**config.mk**
```make
export PLATFORM = sky130hd
export DESIGN_NAME = divisor_count_trial_division_top_flat
export DESIGN_NICKNAME = d
export VERILOG_FILES = /design/src/sv/dct_pkg.sv /design/src/sv/dct_value_if.sv /design/src/sv/dct_result_if.sv /design/src/sv/dct_rem_unit.sv /design/src/sv/dct_datapath.sv /design/src/sv/dct_ctrl.sv /design/src/sv/divisor_count_trial_division_top.sv /design/src/flat_wrapper.sv
export SDC_FILE = /design/constraint.sdc
export NUM_CORES = 1
export LEC_CHECK = 0
export ABC_AREA = 1
export BUFFER_PORTS_ARGS = -buffer_cell sky130_fd_sc_hd__buf_2
export CAP_MARGIN = 0
export CORE_ASPECT_RATIO = 1.2
export CORE_MARGIN = 3
export CORE_UTILIZATION = 35
export DETAILED_ROUTE_END_ITERATION = 6
export GPL_TIMING_DRIVEN = 1
export PLACE_DENSITY_LB_ADDON = 0.25
export SLEW_MARGIN = 20
export SYNTH_ARGS = -nofsm -noshare
export SYNTH_HDL_FRONTEND = slang
export SYNTH_SLANG_ARGS = --single-unit
```
**constraint.sdc**
```tcl
create_clock -name clk -period 2.7 [get_ports clk]
set_input_delay 0.54 -clock clk [delete_from_list [all_inputs] [get_ports clk]]
set_output_delay 0.54 -clock clk [all_outputs]
set_load 0.02 [all_outputs]
```
**src/sv/dct_pkg.sv**
```systemverilog
// ----------------------------------------------------------------------------
// dct_pkg
// Shared types and constants for the trial-division divisor counter.
// ----------------------------------------------------------------------------
package dct_pkg;

    // Result and target widths
    localparam int COUNT_W  = 8;
    localparam int TARGET_W = 8;

    localparam logic [TARGET_W-1:0] TARGET_RESET = 8'd18;
    localparam logic [COUNT_W-1:0]  COUNT_MAX    = 8'd255;

    // Commands from the controller to the datapath
    typedef struct packed {
        logic load;       // capture a new value, restart the trial sequence
        logic start_div;  // launch one remainder computation
        logic step;       // fold the remainder into the count, advance divisor
        logic publish;    // move the final count into the output register
    } dct_cmd_t;

    // Status from the datapath to the controller
    typedef struct packed {
        logic more_trials;  // divisor squared still within the value
        logic div_done;     // remainder ready
        logic out_free;     // output register can take a result this cycle
    } dct_status_t;

endpackage

```
**src/sv/dct_value_if.sv**
```systemverilog
// ----------------------------------------------------------------------------
// dct_value_if
// Valid/ready channel carrying one value beat.
// ----------------------------------------------------------------------------
interface dct_value_if #(
    parameter int VALUE_BITS = 20
) ();
    logic                  valid;
    logic                  ready;
    logic [VALUE_BITS-1:0] value;

    modport source (output valid, output value, input ready);
    modport sink   (input valid, input value, output ready);
endinterface

```
**src/sv/dct_result_if.sv**
```systemverilog
// ----------------------------------------------------------------------------
// dct_result_if
// Valid/ready channel carrying one divisor count result beat.
// ----------------------------------------------------------------------------
interface dct_result_if import dct_pkg::*; ();
    logic               valid;
    logic               ready;
    logic [COUNT_W-1:0] divisor_count;
    logic               count_matches;

    modport source (output valid, output divisor_count, output count_matches, input ready);
    modport sink   (input valid, input divisor_count, input count_matches, output ready);
endinterface

```
**src/sv/dct_rem_unit.sv**
```systemverilog
// ----------------------------------------------------------------------------
// dct_rem_unit
// Restoring remainder unit: one dividend bit per cycle.
// ----------------------------------------------------------------------------
module dct_rem_unit import dct_pkg::*; #(
    parameter int VALUE_BITS = 20
) (
    input  logic                  clk,
    input  logic                  rst_n,
    input  logic                  start,
    input  logic [VALUE_BITS-1:0] dividend,
    input  logic [VALUE_BITS-1:0] divisor,
    output logic                  done,
    output logic                  rem_zero
);
    localparam int CNT_W = $clog2(VALUE_BITS + 1);

    logic                  busy_reg, busy_next;
    logic                  done_reg, done_next;
    logic [CNT_W-1:0]      cnt_reg, cnt_next;
    logic [VALUE_BITS-1:0] rem_reg, rem_next;
    logic [VALUE_BITS-1:0] dvd_reg, dvd_next;
    logic [VALUE_BITS-1:0] div_reg, div_next;
    logic [VALUE_BITS:0]   shifted;
    logic [VALUE_BITS:0]   diff;

    // One restoring step
    assign shifted = {rem_reg, dvd_reg[VALUE_BITS-1]};
    assign diff    = shifted - {1'b0, div_reg};

    always_comb
    begin
        busy_next = busy_reg;
        done_next = 1'b0;
        cnt_next  = cnt_reg;
        rem_next  = rem_reg;
        dvd_next  = dvd_reg;
        div_next  = div_reg;
        if (start)
        begin
            busy_next = 1'b1;
            cnt_next  = CNT_W'(VALUE_BITS);
            rem_next  = '0;
            dvd_next  = dividend;
            div_next  = divisor;
        end
        else if (busy_reg)
        begin
            // keep the shifted value unless the divisor fits
            if (diff[VALUE_BITS])
                rem_next = shifted[VALUE_BITS-1:0];
            else
                rem_next = diff[VALUE_BITS-1:0];
            dvd_next = {dvd_reg[VALUE_BITS-2:0], 1'b0};
            cnt_next = cnt_reg - 1'b1;
            if (cnt_reg == CNT_W'(1))
            begin
                busy_next = 1'b0;
                done_next = 1'b1;
            end
        end
    end

    // Control state
    always_ff @(posedge clk or negedge rst_n)
    begin
        if (!rst_n)
        begin
            busy_reg <= 1'b0;
            done_reg <= 1'b0;
            cnt_reg  <= '0;
        end
        else
        begin
            busy_reg <= busy_next;
            done_reg <= done_next;
            cnt_reg  <= cnt_next;
        end
    end

    // Payload
    always_ff @(posedge clk)
    begin
        rem_reg <= rem_next;
        dvd_reg <= dvd_next;
        div_reg <= div_next;
    end

    assign done     = done_reg;
    assign rem_zero = (rem_reg == '0);

    // Partial remainder stays below the divisor
    a_rem_bound: assert property (@(posedge clk) disable iff (!rst_n)
        (busy_reg || done_reg) |-> (rem_reg < div_reg))
        else $error("remainder not below divisor");

    // A start always leads into a busy pass
    a_start_busy: assert property (@(posedge clk) disable iff (!rst_n)
        start |=> busy_reg)
        else $error("remainder unit did not start");

endmodule

```
**src/sv/dct_datapath.sv**
```systemverilog
// ----------------------------------------------------------------------------
// dct_datapath
// Value, trial divisor, running square, count and the output register.
// ----------------------------------------------------------------------------
module dct_datapath import dct_pkg::*; #(
    parameter int VALUE_BITS = 20
) (
    input  logic                  clk,
    input  logic                  rst_n,
    input  dct_cmd_t              cmd,
    input  logic [VALUE_BITS-1:0] value,
    input  logic [TARGET_W-1:0]   target_count,
    input  logic                  out_ready,
    output dct_status_t           status,
    output logic                  out_valid,
    output logic [COUNT_W-1:0]    divisor_count,
    output logic                  count_matches
);
    // square of the trial divisor never exceeds value + 2*sqrt(value) + 1
    localparam int SQ_W = VALUE_BITS + 2;

    logic [VALUE_BITS-1:0] held_reg;
    logic [VALUE_BITS-1:0] trial_reg;
    logic [SQ_W-1:0]       sq_reg;
    logic [COUNT_W-1:0]    count_reg, count_next;
    logic                  out_valid_reg;
    logic [COUNT_W-1:0]    out_count_reg;
    logic                  out_match_reg;
    logic                  rem_zero;
    logic                  div_done;
    logic [COUNT_W:0]      count_sum;
    logic                  is_root;

    dct_rem_unit #(
        .VALUE_BITS (VALUE_BITS)
    ) u_rem (
        .clk      (clk),
        .rst_n    (rst_n),
        .start    (cmd.start_div),
        .dividend (held_reg),
        .divisor  (trial_reg),
        .done     (div_done),
        .rem_zero (rem_zero)
    );

    // Divisor pair adds two, a square root adds one; saturate the count
    assign is_root   = (sq_reg == {2'b00, held_reg});
    assign count_sum = {1'b0, count_reg} + (is_root ? (COUNT_W+1)'(1) : (COUNT_W+1)'(2));

    always_comb
    begin
        count_next = count_reg;
        if (cmd.load)
            count_next = '0;
        else if (cmd.step && rem_zero)
            count_next = count_sum[COUNT_W] ? COUNT_MAX : count_sum[COUNT_W-1:0];
    end

    // Trial sequence registers; (d+1)^2 = d^2 + 2d + 1
    always_ff @(posedge clk)
    begin
        count_reg <= count_next;
        if (cmd.load)
        begin
            held_reg  <= value;
            trial_reg <= VALUE_BITS'(1);
            sq_reg    <= SQ_W'(1);
        end
        else if (cmd.step)
        begin
            trial_reg <= trial_reg + 1'b1;
            sq_reg    <= sq_reg + {1'b0, trial_reg, 1'b1};
        end
    end

    // Output register
    always_ff @(posedge clk or negedge rst_n)
    begin
        if (!rst_n)
            out_valid_reg <= 1'b0;
        else if (cmd.publish)
            out_valid_reg <= 1'b1;
        else if (out_ready)
            out_valid_reg <= 1'b0;
    end

    always_ff @(posedge clk)
    begin
        if (cmd.publish)
        begin
            out_count_reg <= count_reg;
            out_match_reg <= (count_reg == target_count);
        end
    end

    assign status.more_trials = (sq_reg <= {2'b00, held_reg});
    assign status.div_done    = div_done;
    assign status.out_free    = !out_valid_reg || out_ready;

    assign out_valid     = out_valid_reg;
    assign divisor_count = out_count_reg;
    assign count_matches = out_match_reg;

endmodule

```
**src/sv/dct_ctrl.sv**
```systemverilog
// ----------------------------------------------------------------------------
// dct_ctrl
// Sequencer: check the next trial, run a remainder, fold it in, publish.
// ----------------------------------------------------------------------------
module dct_ctrl import dct_pkg::*; (
    input  logic        clk,
    input  logic        rst_n,
    input  logic        in_valid,
    output logic        in_ready,
    input  dct_status_t status,
    output dct_cmd_t    cmd
);
    typedef enum logic [1:0] {
        ST_IDLE,
        ST_CHECK,
        ST_DIVIDE,
        ST_FINISH
    } state_t;

    state_t state_reg, state_next;
    logic   accepted;

    assign in_ready = (state_reg == ST_IDLE);
    assign accepted = in_valid && in_ready;

    // Next state and command decode
    always_comb
    begin
        state_next    = state_reg;
        cmd           = '0;
        case (state_reg)
            ST_IDLE:
            begin
                if (in_valid)
                begin
                    cmd.load   = 1'b1;
                    state_next = ST_CHECK;
                end
            end
            ST_CHECK:
            begin
                if (status.more_trials)
                begin
                    cmd.start_div = 1'b1;
                    state_next    = ST_DIVIDE;
                end
                else
                    state_next = ST_FINISH;
            end
            ST_DIVIDE:
            begin
                if (status.div_done)
                begin
                    cmd.step   = 1'b1;
                    state_next = ST_CHECK;
                end
            end
            ST_FINISH:
            begin
                if (status.out_free)
                begin
                    cmd.publish = 1'b1;
                    state_next  = ST_IDLE;
                end
            end
            default:
                state_next = ST_IDLE;
        endcase
    end

    always_ff @(posedge clk or negedge rst_n)
    begin
        if (!rst_n)
            state_reg <= ST_IDLE;
        else
            state_reg <= state_next;
    end

    // A result is only published into a free output register
    a_publish_free: assert property (@(posedge clk) disable iff (!rst_n)
        cmd.publish |-> status.out_free)
        else $error("publish into occupied output register");

    // An accepted beat always starts a trial sequence
    a_accept_check: assert property (@(posedge clk) disable iff (!rst_n)
        accepted |=> (state_reg == ST_CHECK))
        else $error("accepted beat did not start trials");

endmodule

```
**src/sv/divisor_count_trial_division_top.sv**
```systemverilog
// ----------------------------------------------------------------------------
// divisor_count_trial_division_top
// Operation: each trial divisor takes one check state, then a pass through
//   the bit-serial remainder unit, and trials run while d*d <= value.
// Flow: a new value is taken only once the last one is published; a finished
//   result waits in the output register while the next value is taken.
// Reset: rst_n clears control state and sets the target count to 18.
// ----------------------------------------------------------------------------
module divisor_count_trial_division_top import dct_pkg::*; #(
    parameter int VALUE_BITS = 20
) (
    input  logic                  clk,
    input  logic                  rst_n,
    dct_value_if.sink             in_ch,
    dct_result_if.source          out_ch,
    input  logic                  cfg_wr_en,
    input  logic [TARGET_W-1:0]   cfg_wr_data
);
    logic [TARGET_W-1:0] target_reg;
    dct_cmd_t            cmd;
    dct_status_t         status;
    logic                in_ready;

    // Target count register
    always_ff @(posedge clk or negedge rst_n)
    begin
        if (!rst_n)
            target_reg <= TARGET_RESET;
        else if (cfg_wr_en)
            target_reg <= cfg_wr_data;
    end

    dct_ctrl u_ctrl (
        .clk      (clk),
        .rst_n    (rst_n),
        .in_valid (in_ch.valid),
        .in_ready (in_ready),
        .status   (status),
        .cmd      (cmd)
    );

    dct_datapath #(
        .VALUE_BITS (VALUE_BITS)
    ) u_datapath (
        .clk           (clk),
        .rst_n         (rst_n),
        .cmd           (cmd),
        .value         (in_ch.value),
        .target_count  (target_reg),
        .out_ready     (out_ch.ready),
        .status        (status),
        .out_valid     (out_ch.valid),
        .divisor_count (out_ch.divisor_count),
        .count_matches (out_ch.count_matches)
    );

    assign in_ch.ready = in_ready;

endmodule

```
**src/flat_wrapper.sv**
```systemverilog
// flat-port wrapper written by rule: the top's interface ports become plain ports
module divisor_count_trial_division_top_flat import dct_pkg::*;
#(
    parameter int VALUE_BITS = 20
)
  (clk, rst_n, cfg_wr_en, cfg_wr_data, in_ch_valid, in_ch_value, in_ch_ready, out_ch_valid, out_ch_divisor_count, out_ch_count_matches, out_ch_ready);
  dct_value_if #(.VALUE_BITS(VALUE_BITS)) in_ch_i ();
  dct_result_if out_ch_i ();
  input  logic clk;
  input  logic rst_n;
  input  logic cfg_wr_en;
  input  logic [TARGET_W-1:0] cfg_wr_data;
  input wire logic [$bits(in_ch_i.valid)-1:0] in_ch_valid;
  input wire logic [$bits(in_ch_i.value)-1:0] in_ch_value;
  output wire logic [$bits(in_ch_i.ready)-1:0] in_ch_ready;
  output wire logic [$bits(out_ch_i.valid)-1:0] out_ch_valid;
  output wire logic [$bits(out_ch_i.divisor_count)-1:0] out_ch_divisor_count;
  output wire logic [$bits(out_ch_i.count_matches)-1:0] out_ch_count_matches;
  input wire logic [$bits(out_ch_i.ready)-1:0] out_ch_ready;
  assign in_ch_i.valid = in_ch_valid;
  assign in_ch_i.value = in_ch_value;
  assign in_ch_ready = in_ch_i.ready;
  assign out_ch_valid = out_ch_i.valid;
  assign out_ch_divisor_count = out_ch_i.divisor_count;
  assign out_ch_count_matches = out_ch_i.count_matches;
  assign out_ch_i.ready = out_ch_ready;
  divisor_count_trial_division_top #(.VALUE_BITS(VALUE_BITS)) u_core (.clk(clk), .rst_n(rst_n), .in_ch(in_ch_i), .out_ch(out_ch_i), .cfg_wr_en(cfg_wr_en), .cfg_wr_data(cfg_wr_data));
endmodule
```
==> impl_metrics.ini, run 1 <==
[synth]
synth_edf_count = 69
yosysWarnings = 0
post-synth-top-count-cell = nand2_1
async_flop_share = 0.115
syn-mean-instance-area_um2 = 7.75
synth_area_leader_cell = edfxtp_1
synth_common_cells = nand2_1 (328), inv_1 (197), nand3_1 (98), dfxtp_1 (70)
synth_cell_types = 50
synth_top_area_share = 0.217
netlist_area_um2 = 9560
syn_inst = 1233
ys_seq_area_frac = 0.411
ys_ff_latch = 157
synth_ff_type = dfxtp_1
syn_nets = 1334
synth_area_leaders = edfxtp_1 (22%), dfxtp_1 (15%), nand2_1 (13%), ha_1 (8.5%), inv_1 (7.7%)

[worst_setup_path]
worstPathRequired_ps = 3050
critPathLaunchType = flip-flop
crit_type = flip-flop to flip-flop
cp-end-kind = flip-flop
cp.arrival_ps = 2820
r2r-end = u_core.u_datapath.count_reg[7]
rr_startpoint = u_core.u_datapath.held_reg[18]
reg2reg_depth = 15
r2r_slack_ps = 230
path_max_fanout = 8

[drt]
drtAntennaViolNets = 0
initialDrtViolationCount = 304
routed_wl_mm = 22.2
drc = 0
vias = 7797
vias_per_cell = 4.78
wl_per_cell_um = 13.6
dr.pass1.iters = 4

[placement]
io_buffers = 43
dpl.hpwl_mm = 17.0
place.gp.congestion = 0.890
dpl-instance-area_um2 = 10200

[timing]
min_period_ps = 2470
skew_ps = 8.55
worstMarginPinSlew_ps = 765
setup_violations = 0
relSlewSlack = 0.488
drv_slew = 0
finalHoldViolCount = 0
whs_ps = 48.8
fin_crit_sh = 0.917
timing.fmax_ghz = 0.404

[clocking]
root_buffer = clkbuf_16
clkTransAtPathRegs_ps = 60
cts-buffers-inserted = 17
cts_tree = yes
htreeDepth = 4
clkLatencyLatePin_ps = 430
numClockSinks = 157
clockBufferDepth = 2
ctsHoldBuffers = 0

[min_path]
min_path_type = input pin to asynchronous set/reset pin

[grt]
grt_overflow = 0
grt_pass1_vias = 7766
grt_pass1_wl_mm = 37.6
grt_start_max_net_pins = 41
grt_usage = 0.157
antenna_found_initial = 1

[layout]
fillers = 2698
drive_above_1_share = 0.103
area_growth_pct = 13.3
finalNetCount = 1384
largest_reg_flops = 22
post-route-util = 0.407
num_antenna_cells = 0
final_area_um2 = 10800

[pwr]
vdd.ir_drop.worst_mv = 0.385
p_total_w = 0.0113
power_density_nw_per_um2 = 1040
power.leakage_nw = 5.43

[floorplan]
rows = 65
dieWidth_um = 157
die_h_um = 187
initial_utilization = 0.359
ios = 44
fp.coreArea_um2 = 26600
dieArea_um2 = 29300

[job]
cap_violations = 0

[run_status]
status = finished clean
==> critical path: stages (launching register included) <==
cell      delay [ps]
edfxtp_1         330
inv_1             60
ha_1             270
nand2_1           40
and2b_1          210
nand2_2           90
nor2_4           120
nand2_2           80
inv_1             60
ha_2             200
fa_2             240
nand3_2          130
nor3_4           210
buf_6            150
o21ai_1           70
a21oi_1          130
==> placed cells by master, fill, tap and decap left out, types with 7 or more instances in the layout <==
| master | count |
|---|---|
| a21oi_1 | 64 |
| buf_2 | 43 |
| buf_4 | 10 |
| clkbuf_16 | 17 |
| dfrtp_1 | 16 |
| dfxtp_1 | 70 |
| edfxtp_1 | 69 |
| ha_1 | 64 |
| inv_1 | 197 |
| mux2_2 | 8 |
| nand2_1 | 326 |
| nand2_2 | 8 |
| nand3_1 | 97 |
| nand3b_1 | 7 |
| nand4_1 | 18 |
| nor2_1 | 68 |
| nor3_1 | 16 |
| o21ai_0 | 45 |
| o21ai_1 | 26 |
| o21bai_1 | 15 |
| xnor2_1 | 19 |
| xor2_1 | 20 |
==> power by group <==
part	switching, W	leakage [nW]	internal, W	total [W]
registers	0.000355	1.45	0.00329	0.00364
logic	0.00326	3.69	0.00191	0.00517
clock network	0.000978	0.292	0.00148	0.00246
total	0.00459	5.43	0.00668	0.0113
==> area by class of cell <==
| cell class | instances | area (um2) | share of cell area |
|---|---|---|---|
| clock buffers | 19 | 443 | 0.0409 |
| clock inverters | 13 | 163 | 0.0150 |
| inverters | 202 | 758 | 0.0700 |
| multi-input cells | 847 | 4740 | 0.438 |
| flip-flops and latches | 157 | 3930 | 0.362 |
| well taps | 335 | 419 | 0.0387 |
| repair buffers | 58 | 382 | 0.0352 |
==> logic make-up (layout without fill, tap and decap cells) <==
family          Yosys count  in the layout  share of synthesized area
xor+xnor                 39             39                     0.0357
mux                       8              8                    0.00942
fa+ha+maj                68             68                     0.0913
buf+inv                 229            292                     0.0962
flops                   157            157                      0.411
compound gates          167            167                     0.0965
simple gates            565            565                      0.260
==> per-layer routing <==
| metal | share of wire | up-vias | global-route usage |
|---|---|---|---|
| met5 | 0 | - | 0 |
| met4 | 0.025 | 0 | 0.0546 |
| met3 | 0.017 | 35 | 0.0252 |
| met2 | 0.51 | 63 | 0.279 |
| met1 | 0.45 | 3591 | 0.191 |
| li1 | - | 4108 | - |
==> repair_timing <==
| item | in CTS | in global routing |
|---|---|---|
| setup buffers | 0 | 2 |
| pin swaps | 0 | 5 |
| endpoints found under the setup margin | 2 | 8 |
| gates resized for setup | 1 | 15 |
==> worst max-delay path by stage <==
stage	startpoint	endpoint	slack, ps	cells after the start
finish	u_core.u_datapath.held_reg[18]	u_core.u_datapath.count_reg[7]	230	15
global route	u_core.u_datapath.held_reg[18]	u_core.u_datapath.count_reg[0]	-0.2	15
CTS	u_core.u_datapath.held_reg[18]	u_core.u_datapath.count_reg[2]	70	14
detailed placement	u_core.u_datapath.held_reg[18]	u_core.u_datapath.count_reg[7]	30	14
global placement	u_core.u_datapath.held_reg[18]	u_core.u_datapath.count_reg[7]	110	14
floorplan	u_core.u_datapath.held_reg[19]	u_core.u_datapath.count_reg[3]	300	14
==> metrics by stage <==
stage	setup TNS, ps	setup slack (ps)	std cells
floorplan	0	299	1233
global placement	0	105	1597
detailed placement	0	29.3	1597
CTS	0	66.4	1629
global route	-0.234	-0.234	1631
finish	0	225	1631
(Power assumes the default switching activity.)
==> run 2, diff against run 1 <==
--- a/config.mk
+++ b/config.mk
@@ -14,6 +14,7 @@
 export DETAILED_ROUTE_END_ITERATION = 6
 export GPL_TIMING_DRIVEN = 1
 export PLACE_DENSITY_LB_ADDON = 0.25
+export REMOVE_ABC_BUFFERS = 1
 export SLEW_MARGIN = 20
 export SYNTH_ARGS = -nofsm -noshare
 export SYNTH_HDL_FRONTEND = slang
==> impl_metrics.ini, run 2 (synthesis results as in run 1) <==
[grt]
busiest_layer = met2
antenna_found_initial = 1
use_met2 = 0.272
grt_usage = 0.157
met1_usage = 0.196
grt_overflow = 0
grtUsageMet3 = 0.0250
grt_pass1_wl_mm = 37.4
grt_start_max_net_pins = 40
grt_pass1_vias = 7622

[pwr]
power.leakage_nw = 5.45
p_sw_frac = 0.415
p_seq_frac = 0.322
power.switching_w = 0.00470
power_density_nw_per_um2 = 1040
p_int_w = 0.00661
clkPwrFrac = 0.215
vdd.ir_drop.worst_mv = 0.480
combPwrFrac = 0.463

[clocking]
cts-buffers-inserted = 17
numClockSinks = 157
clkLatencyLatePin_ps = 430
root_buffer = clkbuf_16
htreeDepth = 4
cts_tree = yes
clockBufferDepth = 2
clkTransAtPathRegs_ps = 70

[drt]
dr.pass1.iters = 5
vias_per_cell = 4.78
drc = 0
initialDrtViolationCount = 375
routed_wl_mm = 22.4
drtAntennaViolNets = 0
wl_per_cell_um = 13.7
vias = 7822

[min_path]
min_path_type = input pin to asynchronous set/reset pin

[layout]
seq_area_um2 = 3930
largest_reg_flops = 22
fillers = 2720
layout_common_cells = nand2_1 (328), inv_1 (195), nand3_1 (97)
multi_input_area_um2 = 4730
post-route-util = 0.408
area_growth_pct = 13.4
drive_above_1_share = 0.106
layout.cells.most_common = nand2_1
num_antenna_cells = 0
finalNetCount = 1388

[worst_setup_path]
r2r_slack_ps = 190
rr_startpoint = u_core.u_datapath.held_reg[19]
reg2reg_depth = 15
critPathLaunchType = flip-flop
r2r-end = u_core.u_datapath.count_reg[1]
worstPathRequired_ps = 3010
crit_type = flip-flop to flip-flop
cp.arrival_ps = 2810
cp-end-kind = flip-flop
path_max_fanout = 8

[timing]
min_period_ps = 2510
finalHoldViolCount = 0
worstMarginPinSlew_ps = 737
relSlewSlack = 0.507
drv_slew = 0
fin_crit_sh = 0.928
skew_ps = 9.25
setup_violations = 0
setup_ws_ps = 194
rsz0062_at_grt = false
timing.fmax_ghz = 0.399

[floorplan]
dieWidth_um = 157
initial_utilization = 0.359
fp.coreArea_um2 = 26600
die_h_um = 187
rows = 65
ios = 44
dieArea_um2 = 29300

[placement]
dpl.hpwl_mm = 17.0
place.gp.congestion = 0.887
dp_slack_ps = 84.7
io_buffers = 43

[run_status]
status = finished clean

[job]
cap_violations = 0
run 2: layout make-up:
class	count	area share
multi-input cells	847	0.436
flip-flops and latches	157	0.362
inverters	202	0.0699
clock buffers	17	0.0392
well taps	335	0.0387
repair buffers	62	0.0376
clock inverters	15	0.0163
run 2: worst max path at each step:
stage / start / end / slack [ps]
CTS: u_core.u_datapath.held_reg[5] / u_core.u_datapath.count_reg[2] / 50
global placement: u_core.u_datapath.held_reg[9] / u_core.u_datapath.count_reg[2] / 140
finish: u_core.u_datapath.held_reg[19] / u_core.u_datapath.count_reg[1] / 190
global route: u_core.u_datapath.held_reg[17] / u_core.u_datapath.count_reg[1] / 1
detailed placement: u_core.u_datapath.held_reg[5] / u_core.u_datapath.count_reg[2] / 80
floorplan: u_core.u_datapath.held_reg[19] / u_core.u_datapath.u_rem.dvd_reg[0] / -160
run 2: power by group through the flow:
stage	clock, W	combinational [W]	sequential [W]
2_1_floorplan	0	0.00377	0.00363
3_5_place_dp	0	0.00526	0.00369
5_1_grt	0.00261	0.00604	0.00372
3_3_place_gp	0	0.00522	0.00368
4_1_cts	0.00252	0.00529	0.00364
6_report	0.00244	0.00523	0.00364
run 2: critical path: stages, from the launching register on:
cell      delay, ps
edfxtp_1        350
inv_1            70
ha_1            250
nand2_1          70
and2b_1         180
nand2_1         110
nor2_2           50
nand2_1         100
inv_1            50
ha_2            190
fa_2            390
nand3_2         120
nor3_4           50
buf_4           160
o21ai_0         150
a21oi_1          80
run 2: metal layers:
metal,vias up,share of wire
met1,3583,0.46
met4,2,0.024
met3,29,0.023
li1,4122,-
met5,-,0.00058
met2,86,0.49
run 2: repair_timing:
item | in CTS | in global routing
buffers inserted | 0 | 3
hold buffers | 0 | 0
endpoints found under the setup margin | 0 | 8
gates resized for setup | 0 | 12
run 2: per-stage QoR:
stage	hold WS, ps	std cells	instance area, um2	power, W	TNS, ps
after floorplan	244	1206	9400	0.00740	-4170
after global placement	484	1600	10200	0.00890	0
after detailed placement	484	1600	10200	0.00895	0
after CTS	39.9	1632	10800	0.0115	0
after global routing	64.1	1635	10800	0.0124	0
final	39.4	1635	10800	0.0113	0
==> run 3, diff against run 2 <==
==> constraint.sdc (replaced) <==
create_clock -name clk -period 2.1 [get_ports clk]
set_input_delay 0.42 -clock clk [delete_from_list [all_inputs] [get_ports clk]]
set_output_delay 0.42 -clock clk [all_outputs]
set_load 0.02 [all_outputs]
==> impl_metrics.ini, run 3 (synthesis results as in run 1) <==
[run_status]
status = finished, violations left
violations = setup timing

[worst_setup_path]
path_buf_inv = 5
crit_type = flip-flop to flip-flop
reg2reg_depth = 16
path_depth = 16
crit_end = u_core.u_datapath.u_rem.dvd_reg[6]
rr_startpoint = u_core.u_datapath.held_reg[19]
cp-end-kind = flip-flop
cpPeakStageDelay_ps = 390
cp_cell_sequence = inv_2, ha_4, nand2_2, and2b_2, nand2_4, nor2_4, buf_4, nand2_2, nand3_2, nand2_4, nand2_8, buf_12, buf_12, buf_12, nand2_2, o21ai_1
cp_top_family = simple AND/OR/NAND/NOR gates
worstPathRequired_ps = 2280
critPathLaunchType = flip-flop
crit_start = u_core.u_datapath.held_reg[19]
cp.arrival_ps = 2590
r2r_slack_ps = -310
worst_path_max_delay_cell = edfxtp_1
r2r-end = u_core.u_datapath.u_rem.dvd_reg[6]
path_max_fanout = 5

[grt]
grt_pass1_vias = 8085
grt_pass1_wl_mm = 39.0
grt_start_max_net_pins = 36
grt_overflow = 0
antenna_found_initial = 0
grt_usage = 0.164

[layout]
drive_above_1_share = 0.231
multi_input_area_um2 = 5260
area_growth_pct = 29.0
layout_common_cells = nand2_1 (299), inv_1 (189), nand3_1 (77)
largest_reg_flops = 22
final_area_um2 = 12300
finalNetCount = 1476
instances_no_fill = 1723
layout.cells.most_common = nand2_1
seq_area_um2 = 3930
post-route-util = 0.464
num_antenna_cells = 0
fillers = 2581

[timing]
min_period_ps = 2410
skew_ps = 12.3
fin_crit_sh = 1.15
setup_ws_ps = -314
tns_ps = -16420
drv_slew = 0
relSlewSlack = 0.604
timing.fmax_ghz = 0.414
worstMarginPinSlew_ps = 592
whs_ps = 159
rsz0062_at_grt = true
setup_violations = 92
finalHoldViolCount = 0

[placement]
dpl-instance-area_um2 = 10800
place.gp.congestion = 0.862
dpl.hpwl_mm = 17.6
placed_cells = 1663
io_buffers = 43

[clocking]
numClockSinks = 157
clockBufferDepth = 2
clkLatencyLatePin_ps = 430
clkTransAtPathRegs_ps = 70
htreeDepth = 4
root_buffer = clkbuf_16
cts_tree = yes
cts-buffers-inserted = 17

[floorplan]
dieWidth_um = 157
ios = 44
dieArea_um2 = 29300
fp.coreArea_um2 = 26600
rows = 65
initial_utilization = 0.359
die_h_um = 187

[min_path]
min_path_type = input pin to flip-flop
whs_path_depth = 1

[drt]
initialDrtViolationCount = 465
vias_per_cell = 4.76
drtAntennaViolNets = 0
wl_per_cell_um = 13.9
vias = 8193
routed_wl_mm = 24.0
drc = 0
dr.pass1.iters = 5

[pwr]
power_density_nw_per_um2 = 1340
power.leakage_nw = 6.10
combPwrFrac = 0.536
vdd.ir_drop.worst_mv = 0.685
p_int_w = 0.00977
power.switching_w = 0.00671
p_seq_frac = 0.289
clkPwrFrac = 0.175
p_sw_frac = 0.407

[job]
cap_violations = 0
==> run 3: cell count changes in the layout (fill, tap and decap cells not counted), sizes merged <==
cell	change
clkinvlp	+2
dlygate4sd3	+1
buf	+81
clkinv	+1
clkbuf	+10
bufinv	-1
inv	-6
==> run 3: repair_timing <==
action / in CTS / in global routing
pin swaps: 18 / 39
cloned: 3 / 6
hold buffers: 1 / 0
endpoints found under the setup margin: 92 / 101
buffers inserted: 12 / 10
gates resized for setup: 44 / 124
endpoints found under the hold margin: 16 / 0
==> run 3: power groups by stage <==
stage / Clock [W] / Sequential (W) / Combinational (W)
CTS: 0.00296 / 0.00466 / 0.00786
global route: 0.00311 / 0.00486 / 0.00997
finish: 0.00289 / 0.00476 / 0.00883
global placement: 0 / 0.00469 / 0.00739
floorplan: 0 / 0.00466 / 0.00485
detailed placement: 0 / 0.00472 / 0.00743
==> run 3: how the worst min path moves through the flow <==
| stage | start | endpoint |
|---|---|---|
| 3_5_place_dp | rst_n | u_core.target_reg[7] |
| 2_1_floorplan | rst_n | u_core.target_reg[0] |
| 6_report | in_ch_value[17] | u_core.u_datapath.held_reg[17] |
| 3_3_place_gp | rst_n | u_core.u_datapath.u_rem.cnt_reg[4] |
| 4_1_cts | in_ch_value[18] | u_core.u_datapath.held_reg[18] |
| 5_1_grt | in_ch_value[18] | u_core.u_datapath.held_reg[18] |
==> run 3: worst register-to-register path, delay by kind of cell (launching register included) <==
| kind | cells | cell delay, ps |
|---|---|---|
| DFF | 1 | 390 |
| buffers and inverters | 5 | 690 |
| AOI/OAI and AO/OA | 1 | 60 |
| adders and majority gates | 1 | 210 |
| and+or+nand+nor | 9 | 820 |
==> run 3: final cells by class <==
cell class,instances,area share
multi-input cells,847,0.427
flip-flops and latches,157,0.318
repair buffers,150,0.114
inverters,202,0.0625
clock buffers,21,0.0365
well taps,335,0.0340
clock inverters,11,0.00771
==> run 3: per-stage QoR <==
step / total power, W / worst slack, ps
final: 0.0165 / -314
after global routing: 0.0179 / -417
after CTS: 0.0155 / -304
after detailed placement: 0.0122 / -578
after global placement: 0.0121 / -518
after floorplan: 0.00951 / -756
==> run 3: layer usage <==
| layer | vias to the layer above | wire, um | GRT usage |
|---|---|---|---|
| li1 | 4310 | - | - |
| met1 | 3765 | 10800 | 0.203 |
| met2 | 88 | 12100 | 0.293 |
| met3 | 30 | 551 | 0.0262 |
| met4 | 0 | 535 | 0.0458 |
| met5 | - | 0 | 0 |
